==> src/rtl/idst_pkg.sv <==
`default_nettype none

package idst_pkg;

	localparam int KEY_FIELD_W  = 32;
	localparam int DATA_FIELD_W = 32;
	localparam int SLOT_FIELD_W = 4;

	typedef enum logic [1:0] {
		FUNC_ALLOC = 2'd0,
		FUNC_READ  = 2'd1,
		FUNC_WRITE = 2'd2,
		FUNC_FREE  = 2'd3
	} func_t;

	typedef enum logic [1:0] {
		ST_DONE    = 2'd0,
		ST_PRESENT = 2'd1,
		ST_FULL    = 2'd2,
		ST_MISSING = 2'd3
	} status_t;

	typedef struct packed {
		func_t                   func;
		logic [KEY_FIELD_W-1:0]  key;
		logic [DATA_FIELD_W-1:0] wdata;
	} req_t;

	typedef struct packed {
		status_t                 status;
		logic [DATA_FIELD_W-1:0] rdata;
		logic [SLOT_FIELD_W-1:0] slot;
	} rsp_t;

endpackage

`default_nettype wire

==> src/rtl/id_keyed_slot_table.sv <==
// Items are taken one at a time: the next item is accepted only once the
// result of the last is loaded, after the slot-by-slot scan of the key memory
// through its single read port (one slot per cycle).
// A new item is taken while the previous result still waits at the output.
// Reset: asynchronous, active low; all slots become free at once.
`default_nettype none

module id_keyed_slot_table
	import idst_pkg::*;
#(
	parameter int SLOTS      = 16,
	parameter int KEY_WIDTH  = 32,
	parameter int DATA_WIDTH = 32
) (
	input  wire logic clk,
	input  wire logic arst_n,
	input  wire logic req_valid,
	output logic      req_ready,
	input  wire req_t req,
	output logic      rsp_valid,
	input  wire logic rsp_ready,
	output rsp_t      rsp
);

	localparam int IDX_W = (SLOTS > 1) ? $clog2(SLOTS) : 1;
	localparam int CNT_W = $clog2(SLOTS + 1);

	typedef enum logic [1:0] {
		S_IDLE,
		S_SCAN,
		S_ACT,
		S_RESP
	} state_t;

	state_t                state_q;
	req_t                  item_q;
	logic [CNT_W-1:0]      cnt_q;
	logic                  rd_s1;
	logic [IDX_W-1:0]      idx_s1;
	logic                  hit_q;
	logic [IDX_W-1:0]      hit_idx_q;
	logic                  hole_q;
	logic [IDX_W-1:0]      hole_idx_q;
	status_t               status_q;
	logic [IDX_W-1:0]      slot_q;
	logic                  rd_sel_q;
	rsp_t                  rsp_q;
	logic                  rsp_valid_q;

	logic [KEY_WIDTH+KEY_FIELD_W-1:0]   key_ext;
	logic [DATA_WIDTH+DATA_FIELD_W-1:0] wdata_ext;
	logic [KEY_WIDTH-1:0]               item_key;
	logic [DATA_WIDTH-1:0]              item_wdata;
	logic                               scan_rd;
	logic [KEY_WIDTH-1:0]               rd_key;
	logic                               rd_valid;
	logic                               act;
	logic                               alloc_en;
	logic                               free_en;
	logic                               dwr_en;
	logic [IDX_W-1:0]                   dwr_addr;
	logic [DATA_WIDTH-1:0]              dwr_data;
	logic                               drd_en;
	logic [DATA_WIDTH-1:0]              drd_data;
	logic [DATA_WIDTH+DATA_FIELD_W-1:0] rdata_ext;
	logic [IDX_W+SLOT_FIELD_W-1:0]      slot_ext;
	logic                               key_match;
	logic                               rsp_load;

	assign key_ext    = {{KEY_WIDTH{1'b0}}, item_q.key};
	assign wdata_ext  = {{DATA_WIDTH{1'b0}}, item_q.wdata};
	assign item_key   = key_ext[KEY_WIDTH-1:0];
	assign item_wdata = wdata_ext[DATA_WIDTH-1:0];

	assign scan_rd   = (state_q == S_SCAN) && (cnt_q < CNT_W'(SLOTS));
	assign key_match = rd_valid && (rd_key == item_key);

	assign act      = (state_q == S_ACT);
	assign alloc_en = act && (item_q.func == FUNC_ALLOC) && !hit_q && hole_q;
	assign free_en  = act && (item_q.func == FUNC_FREE) && hit_q;
	assign dwr_en   = alloc_en || (act && (item_q.func == FUNC_WRITE) && hit_q);
	assign dwr_addr = alloc_en ? hole_idx_q : hit_idx_q;
	assign dwr_data = alloc_en ? '0 : item_wdata;
	assign drd_en   = act && (item_q.func == FUNC_READ) && hit_q;

	assign rdata_ext = {{DATA_FIELD_W{1'b0}}, (rd_sel_q ? drd_data : '0)};
	assign slot_ext  = {{SLOT_FIELD_W{1'b0}}, slot_q};
	assign rsp_load  = (state_q == S_RESP) && (!rsp_valid_q || rsp_ready);

	idst_key_store #(
		.SLOTS    (SLOTS),
		.KEY_WIDTH(KEY_WIDTH),
		.IDX_W    (IDX_W)
	) u_keys (
		.clk       (clk),
		.arst_n    (arst_n),
		.rd_en     (scan_rd),
		.rd_addr   (cnt_q[IDX_W-1:0]),
		.rd_key    (rd_key),
		.rd_valid  (rd_valid),
		.alloc_en  (alloc_en),
		.alloc_addr(hole_idx_q),
		.alloc_key (item_key),
		.free_en   (free_en),
		.free_addr (hit_idx_q)
	);

	idst_data_store #(
		.SLOTS     (SLOTS),
		.DATA_WIDTH(DATA_WIDTH),
		.IDX_W     (IDX_W)
	) u_data (
		.clk    (clk),
		.rd_en  (drd_en),
		.rd_addr(hit_idx_q),
		.rd_data(drd_data),
		.wr_en  (dwr_en),
		.wr_addr(dwr_addr),
		.wr_data(dwr_data)
	);

	always_ff @(posedge clk or negedge arst_n) begin
		if (!arst_n) begin
			state_q     <= S_IDLE;
			item_q      <= '0;
			cnt_q       <= '0;
			rd_s1       <= 1'b0;
			idx_s1      <= '0;
			hit_q       <= 1'b0;
			hit_idx_q   <= '0;
			hole_q      <= 1'b0;
			hole_idx_q  <= '0;
			status_q    <= ST_DONE;
			slot_q      <= '0;
			rd_sel_q    <= 1'b0;
			rsp_q       <= '0;
			rsp_valid_q <= 1'b0;
		end else begin
			if (rsp_load) begin
				rsp_valid_q <= 1'b1;
			end else if (rsp_valid_q && rsp_ready) begin
				rsp_valid_q <= 1'b0;
			end
			unique case (state_q)
				S_IDLE: begin
					if (req_valid) begin
						item_q  <= req;
						cnt_q   <= '0;
						rd_s1   <= 1'b0;
						hit_q   <= 1'b0;
						hole_q  <= 1'b0;
						state_q <= S_SCAN;
					end
				end
				S_SCAN: begin
					rd_s1  <= scan_rd;
					idx_s1 <= cnt_q[IDX_W-1:0];
					if (scan_rd) begin
						cnt_q <= cnt_q + CNT_W'(1);
					end
					if (rd_s1) begin
						if (key_match && !hit_q) begin
							hit_q     <= 1'b1;
							hit_idx_q <= idx_s1;
						end
						if (!rd_valid && !hole_q) begin
							hole_q     <= 1'b1;
							hole_idx_q <= idx_s1;
						end
						if (!scan_rd) begin
							state_q <= S_ACT;
						end
					end
				end
				S_ACT: begin
					rd_sel_q <= drd_en;
					priority if (item_q.func == FUNC_ALLOC) begin
						priority if (hit_q) begin
							status_q <= ST_PRESENT;
							slot_q   <= hit_idx_q;
						end else if (!hole_q) begin
							status_q <= ST_FULL;
							slot_q   <= '0;
						end else begin
							status_q <= ST_DONE;
							slot_q   <= hole_idx_q;
						end
					end else if (!hit_q) begin
						status_q <= ST_MISSING;
						slot_q   <= '0;
					end else begin
						status_q <= ST_DONE;
						slot_q   <= hit_idx_q;
					end
					state_q <= S_RESP;
				end
				S_RESP: begin
					if (rsp_load) begin
						rsp_q.status <= status_q;
						rsp_q.rdata  <= rdata_ext[DATA_FIELD_W-1:0];
						rsp_q.slot   <= slot_ext[SLOT_FIELD_W-1:0];
						state_q      <= S_IDLE;
					end
				end
				default: begin
					state_q <= S_IDLE;
				end
			endcase
		end
	end

	assign req_ready = (state_q == S_IDLE);
	assign rsp_valid = rsp_valid_q;
	assign rsp       = rsp_q;

endmodule

`default_nettype wire

==> src/rtl/idst_key_store.sv <==
`default_nettype none

module idst_key_store #(
	parameter int SLOTS     = 16,
	parameter int KEY_WIDTH = 32,
	parameter int IDX_W     = 4
) (
	input  wire logic                 clk,
	input  wire logic                 arst_n,
	input  wire logic                 rd_en,
	input  wire logic [IDX_W-1:0]     rd_addr,
	output logic      [KEY_WIDTH-1:0] rd_key,
	output logic                      rd_valid,
	input  wire logic                 alloc_en,
	input  wire logic [IDX_W-1:0]     alloc_addr,
	input  wire logic [KEY_WIDTH-1:0] alloc_key,
	input  wire logic                 free_en,
	input  wire logic [IDX_W-1:0]     free_addr
);

	logic [KEY_WIDTH-1:0] key_mem [SLOTS];
	logic                 valid_q [SLOTS];
	logic [KEY_WIDTH-1:0] rd_key_q;
	logic                 rd_valid_q;

	always_ff @(posedge clk) begin
		if (alloc_en) begin
			key_mem[alloc_addr] <= alloc_key;
		end
		if (rd_en) begin
			rd_key_q <= key_mem[rd_addr];
		end
	end

	always_ff @(posedge clk or negedge arst_n) begin
		if (!arst_n) begin
			for (int i = 0; i < SLOTS; i++) begin
				valid_q[i] <= 1'b0;
			end
			rd_valid_q <= 1'b0;
		end else begin
			if (alloc_en) begin
				valid_q[alloc_addr] <= 1'b1;
			end
			if (free_en) begin
				valid_q[free_addr] <= 1'b0;
			end
			if (rd_en) begin
				rd_valid_q <= valid_q[rd_addr];
			end
		end
	end

	assign rd_key   = rd_key_q;
	assign rd_valid = rd_valid_q;

endmodule

`default_nettype wire

==> src/rtl/idst_data_store.sv <==
`default_nettype none

module idst_data_store #(
	parameter int SLOTS      = 16,
	parameter int DATA_WIDTH = 32,
	parameter int IDX_W      = 4
) (
	input  wire logic                  clk,
	input  wire logic                  rd_en,
	input  wire logic [IDX_W-1:0]      rd_addr,
	output logic      [DATA_WIDTH-1:0] rd_data,
	input  wire logic                  wr_en,
	input  wire logic [IDX_W-1:0]      wr_addr,
	input  wire logic [DATA_WIDTH-1:0] wr_data
);

	logic [DATA_WIDTH-1:0] data_mem [SLOTS];
	logic [DATA_WIDTH-1:0] rd_data_q;

	always_ff @(posedge clk) begin
		if (wr_en) begin
			data_mem[wr_addr] <= wr_data;
		end
		if (rd_en) begin
			rd_data_q <= data_mem[rd_addr];
		end
	end

	assign rd_data = rd_data_q;

endmodule

`default_nettype wire

==> config.mk <==
export PLATFORM = sky130hd
export DESIGN_NAME = id_keyed_slot_table
export DESIGN_NICKNAME = d
export VERILOG_FILES = /design/src/rtl/idst_pkg.sv /design/src/rtl/id_keyed_slot_table.sv /design/src/rtl/idst_key_store.sv /design/src/rtl/idst_data_store.sv
export SDC_FILE = /design/constraint.sdc
export NUM_CORES = 1
export LEC_CHECK = 0
export ABC_AREA = 1
export CAP_MARGIN = 20
export CORE_ASPECT_RATIO = 0.6
export CORE_MARGIN = 2
export CORE_UTILIZATION = 45
export DETAILED_ROUTE_END_ITERATION = 7
export DONT_BUFFER_PORTS = 1
export SLEW_MARGIN = 30
export SYNTH_ARGS = -nofsm -noshare
export SYNTH_HDL_FRONTEND = slang
export SYNTH_HIERARCHICAL = 1
export SYNTH_SLANG_ARGS = --single-unit
==> constraint.sdc <==
create_clock -name clk -period 5.6 [get_ports clk]
set_clock_uncertainty 0.2 [all_clocks]
set_input_delay 0.28 -clock clk [delete_from_list [all_inputs] [get_ports clk]]
set_output_delay 0.28 -clock clk [all_outputs]
set_load 0.05 [all_outputs]
# Yosys cells after proc, flatten, opt, wreduce, memory -nomap -nowiden

Memory sizes are Yosys's and may differ from the RTL's. A register that Yosys moved wholly into a read port is not among the register bits.
Cells that the tools add are included.

Register bits: 151
Memory bits (writable): 1,024
Output and inout bits: 40
Memories: 2

Memories:

| name            | depth | bits a word | read ports | clocked after Yosys merged registers in | write ports | RTL line              | text |
|---|---|---|---|---|---|---|---|
| u_data.data_mem | 16    | 32          | 1          | 1                                       | 1           | idst_data_store.sv:17 | `logic [DATA_WIDTH-1:0] data_mem [SLOTS];` |
| u_keys.key_mem  | 16    | 32          | 1          | 1                                       | 1           | idst_key_store.sv:21  | `logic [KEY_WIDTH-1:0] key_mem [SLOTS];` |

Add/sub/neg operators: 1
Order comparisons: 6
Equal/unequal tests: 14
Multiplexer cells: 42
Bitwise logic cells: 6
Reduce and logical (&&, ||, !) cells: 36

Operator list:

| operator            | number |
|---|---|
| $mux 32             | 2 |
| $eq 32x32->1        | 1 |
| $mux 16             | 2 |
| $mux 4              | 5 |
| $logic_and 1x1->1   | 17 |
| $and 16x16->16      | 1 |
| $mux 2              | 8 |
| $not 16->16         | 1 |
| $or 16x16->16       | 1 |
| $ge 5x5->1 const B  | 3 |
| $mux 1              | 15 |
| $not 4->5           | 3 |
| $reduce_and 4->1    | 3 |
| $lt 5x1->1 const B  | 2 |
| $mux 5              | 2 |
| $ne 2x2->1 const B  | 5 |
| $pmux 5 s2          | 1 |
| $reduce_and 3->1    | 3 |
| $demux 1 s4         | 2 |
| $eq 2x2->1 const B  | 4 |
| $pmux 2 s4          | 1 |
| $pmux 1 s2          | 3 |
| $reduce_and 2->1    | 3 |
| $add 5x1->5 const B | 1 |
| other kinds (8)     | 16 |

# Logic depth before layout (Yosys ltp)

Depth in word-level cells: 9
Gate-level depth with buffers: 13
Gate-level depth less buffers: 12

# Hierarchy

Netlist, hierarchy kept.

By module, submodules not included:

| module              | times used | cells each | area each (µm²) | seq. area each (µm²) |
|---|---|---|---|---|
| idst_data_store     | 1          | 2,121      | 23,058.4        | 16,335.7 |
| idst_key_store      | 1          | 1,655      | 21,899.8        | 16,761.1 |
| id_keyed_slot_table | 1          | 835        | 6,349.8         | 3,353.2 |

# Worst setup path after synthesis

Ideal clock, no wire load.

Kind: reg2reg
Start point: register state_q[0]
End point: memory u_data.data_mem[0][0] (enable)
Arrival time: 2.977 ns
Required time: 4.979 ns
Setup slack: 2.002 ns
Cell stages (with the launch flop): 8
Path through: dfrtp_1 inv_1 ha_1 clkbuf_1 nand2_1 o31ai_1 nand3_1 nor2_1

Longest elaborated chain between the ends: 7
Elaborated cells between the ends (all ways): 10
Those cells by class: eq/ne: 1; mux: 3; reduce/logical: 6

Ends and longest elaborated chain:

| item                           | RTL line                   | text |
|---|---|---|
| start: declaration             | id_keyed_slot_table.sv:35  | `state_t state_q;` |
| start signal: assignment       | id_keyed_slot_table.sv:124 | `state_q <= S_IDLE;` |
| start signal: assignment       | id_keyed_slot_table.sv:152 | `state_q <= S_SCAN;` |
| start signal: assignment       | id_keyed_slot_table.sv:171 | `state_q <= S_ACT;` |
| $eq 2x2->1 *                   | id_keyed_slot_table.sv:78  | `assign act = (state_q == S_ACT);` |
| $logic_and 1x1->1 (3 in a row) | id_keyed_slot_table.sv:79  | `assign alloc_en = act && (item_q.func == FUNC_ALLOC) && !hit_q && hole_q;` |
| $logic_or 1x1->1 *             | id_keyed_slot_table.sv:81  | `assign dwr_en = alloc_en \|\| (act && (item_q.func == FUNC_WRITE) && hit_q);` |
| named net dwr_en               | id_keyed_slot_table.sv:60  | `logic dwr_en;` |
| $mux 1 *                       | idst_data_store.sv:21      | `if (wr_en) begin` |
| $mux 1 (not written as such) * | idst_data_store.sv:22      | `data_mem[wr_addr] <= wr_data;` |
| end: declaration               | idst_data_store.sv:17      |  |

The timed path passes the listed nets; every way through them passes the cells marked *.

# Worst setup path in the final report

Start point: register state_q[0]
End point: memory u_data.data_mem[3][23] (enable)

Elaborated cells between the ends (all ways): 10
Those cells by class: eq/ne: 1; mux: 3; reduce/logical: 6

RTL lines:

| item                           | RTL line                  | text |
|---|---|---|
| $eq 2x2->1                     | id_keyed_slot_table.sv:78 |  |
| $logic_and 1x1->1 (3 in a row) | id_keyed_slot_table.sv:79 |  |
| $mux 4                         | id_keyed_slot_table.sv:82 | `assign dwr_addr = alloc_en ? hole_idx_q : hit_idx_q;` |
| named net dwr_addr[3]          | id_keyed_slot_table.sv:61 | `logic [IDX_W-1:0] dwr_addr;` |

The timed path passes the listed nets, and every way through them passes these cells.

==> summary.txt <==
Clock network
  • Clock root cell: clkbuf_16
  • Max clock buf depth: 3
  • H-tree levels: 3
  • Post-CTS Resized: 0
  • Worst skew pair latency: 0.74 ns
  • # hold bufs at CTS: 116
  • Worst-path clk slew: 0.06 ns
  • CTS sink cnt: 1239
  • TritonCTS Buffers: 114
  • CTS tree: yes
  • Post-CTS Setup Inserts: 0

Setup path
  • Most frequent CP cell: inv_1
  • Crit start category: flop
  • Cell family with most CP delay: buffers and inverters
  • WS Path Type: flop to flop
  • CP Buf/Inv Count: 6
  • Biggest cell delay along the critical path: 0.80 ns
  • Data required, critical path: 5.82 ns
  • Worst Setup End Kind: flop
  • CP cell instances: inv_1 -> ha_1 -> inv_1 -> nor2_1 -> nand2_1 -> inv_2 -> buf_4 -> o21ai_0 -> inv_1 -> nand2_1 -> nor2_4 -> buf_4
  • Worst-path fanout max: 22
  • Worst path slowest cell: nor2_4
  • Critical Path AT: 4.73 ns

Routing
  • Vias per Instance: 5.32
  • Initial DRC count: 4030
  • Final WL: 134 mm
  • DRC viols: 0
  • First drt pass iteration count: 6
  • Drt wl/cell: 21.3 µm
  • Final antenna-violating net count: 0
  • DR vias: 33400

STA
  • Fmax: 222 MHz
  • RSZ-0062 raised after global routing: no
  • Slew HR: 31.5%
  • Period utilization: 80.5%
  • Fin crit period: 4.51 ns
  • Max Slew Vio Count: 0
  • Final hold violation count: 0
  • Slew at the pin closest to its max-slew limit: 1.03 ns
  • Final Setup Violations: 0
  • Setup tns final: 0 ns

Cells and area
  • Final core utilization: 51.5%
  • Synth-to-Final Area Change: 13.1%
  • Finished Cell Area: 58000 µm²
  • Layout cell share with drive strength beyond 1: 6.86%
  • # nets final: 4755

Logic synthesis
  • Yosys warns: 6
  • Mapped cell area: 51300 µm²
  • Avg Cell Area, Syn: 11.1 µm²
  • Register area share after synthesis: 71.0%
  • Synthesized net count: 4686
  • Post-synth ARST share: 12.2%
  • Post-Synthesis Cells: 4611
  • Top cells by count, synth: edfxtp_1 (1088), nand2_1 (1030), inv_1 (533)
  • Post-synth EDFFs: 1088
  • Synth top area cells: edfxtp_1 (64%), nand2_1 (7.5%), dfrtp_1 (7.4%)
  • Post-synth top area cell: edfxtp_1
  • Synth Register Bits: 1239
  • Post-synthesis cell type count: 38
  • Top-count cell post-synth: edfxtp_1
  • Synth Flop Type: edfxtp_1
  • Synth top area share: 63.7%

Placed design
  • Gpl congestion: 0.832
  • Hpwl dp: 77.9 mm
  • Area of placed instances: 53000 µm²
  • Port Buffers: 0

Floorplanning
  • Boundary pin count: 110
  • Die H: 266 µm
  • Die area: 117000 µm²
  • Row count: 95
  • Initial Utilization: 45.6%
  • Die W: 440 µm
  • Core area: 113000 µm²

Power
  • Worst vdd ir: 0.376 mV
  • Pleak: 22.0 nW
  • Pwr per Cell Area: 457 nW/µm²

Status
  • Status: finished clean

Run
  • Max-Cap Viols: 0

Global routing
  • First-pass GRT wire length: 202 mm
  • Vias in the first global route: 31000
  • Largest net degree at the start of global routing: 201
  • Total GRT Usage: 23.0%
  • Initial antenna violation count: 4
  • Total grt overflow: 0

Min path
  • Hold crit path type: input pin to flop
tightest hold or removal path, cell delays in order:
cell	delay, ns
dlygate4sd3_1	0.53
nand2_1	0.05
o21ai_0	0.06
worst paths after layout:
path                       slack (ns)          startpoint                      to  cells past startpoint
max reg2reg                      1.09          state_q[0]  u_data/data_mem[3][23]                     12
max in group asynchronous        3.83              arst_n            item_key[25]                      4
min                              0.05             req[62]            item_key[30]                      3
min reg2reg                      0.29  u_keys/valid_q[15]      u_keys/valid_q[15]                      1
max                              1.09          state_q[0]  u_data/data_mem[3][23]                     12
min in group asynchronous        0.41              arst_n          item_wdata[15]                      3
final cells by class:
cell class / count / area, µm²
clock inverters: 58 / 592
well taps: 1503 / 1880
fillers: 9702 / 54500
diodes: 1 / 2.50
flip-flops and latches: 1239 / 36500
inverters: 539 / 2040
multi-input cells: 2588 / 11800
clock buffers: 156 / 3110
repair buffers: 198 / 2110
report_power, final:
group | internal (mW) | switching, mW
clock network | 4.32 | 3.48
registers | 11.8 | 1.33
logic | 1.54 | 4.06
routing by layer:
metal | GRT usage, % | routed length, µm | vias up
met5 | 0 | 13 | -
met4 | 5.16 | 2760 | 2
met3 | 4.45 | 11100 | 159
met2 | 32.1 | 56100 | 1226
met1 | 36.8 | 64100 | 16400
li1 | - | - | 15700
placed cells by master, fill, tap and decap left out, drive strengths merged, types with 40 or more instances in the layout:
cell,netlist,layout
dlygate4sd3,0,116
dfrtp,151,151
inv,539,543
nor2,518,518
nand2,1031,1031
o211ai,128,128
clkinv,0,40
buf,171,82
clkbuf,74,156
nand3,473,473
edfxtp,1088,1088
o21ai,381,381
flip-flops by register name, indices dropped and copies added (netlist names), 4 cells and up:
name             flops
u_data/data_mem    512
u_keys/key_mem     512
rsp                 38
item_key            32
item_wdata          32
u_data/rd_data      32
u_keys/rd_key       32
u_keys/valid_q      16
cnt_q                5
hit_idx_q            4
hole_idx_q           4
idx_s1               4
slot_q               4
cell families (layout without fill, tap and decap cells):
logic type	after synthesis	count (layout)	synth area share [%]
AOI/OAI and AO/OA	539	539	5.96
xor gates and xnor gates	2	2	0.0341
adders and majority gates	5	5	0.122
buffers and inverters	784	951	6.60
DFF	1239	1239	71.0
other	0	1	0
and+or+nand+nor	2042	2042	16.2
metrics by stage:
step / setup slack (ns) / hold WS, ns / std cells / total power [mW]
floorplan: 2.00 / -0.216 / 4611 / 16.3
global placement: 1.28 / -0.213 / 5937 / 18.6
detailed placement: 1.20 / -0.212 / 5946 / 18.7
CTS: 1.19 / 0.000681 / 6276 / 26.6
global route: 0.766 / 0.0279 / 6281 / 27.8
finish: 1.09 / 0.0455 / 6282 / 26.5
No activity file was read; power rests on OpenSTA's default activity.
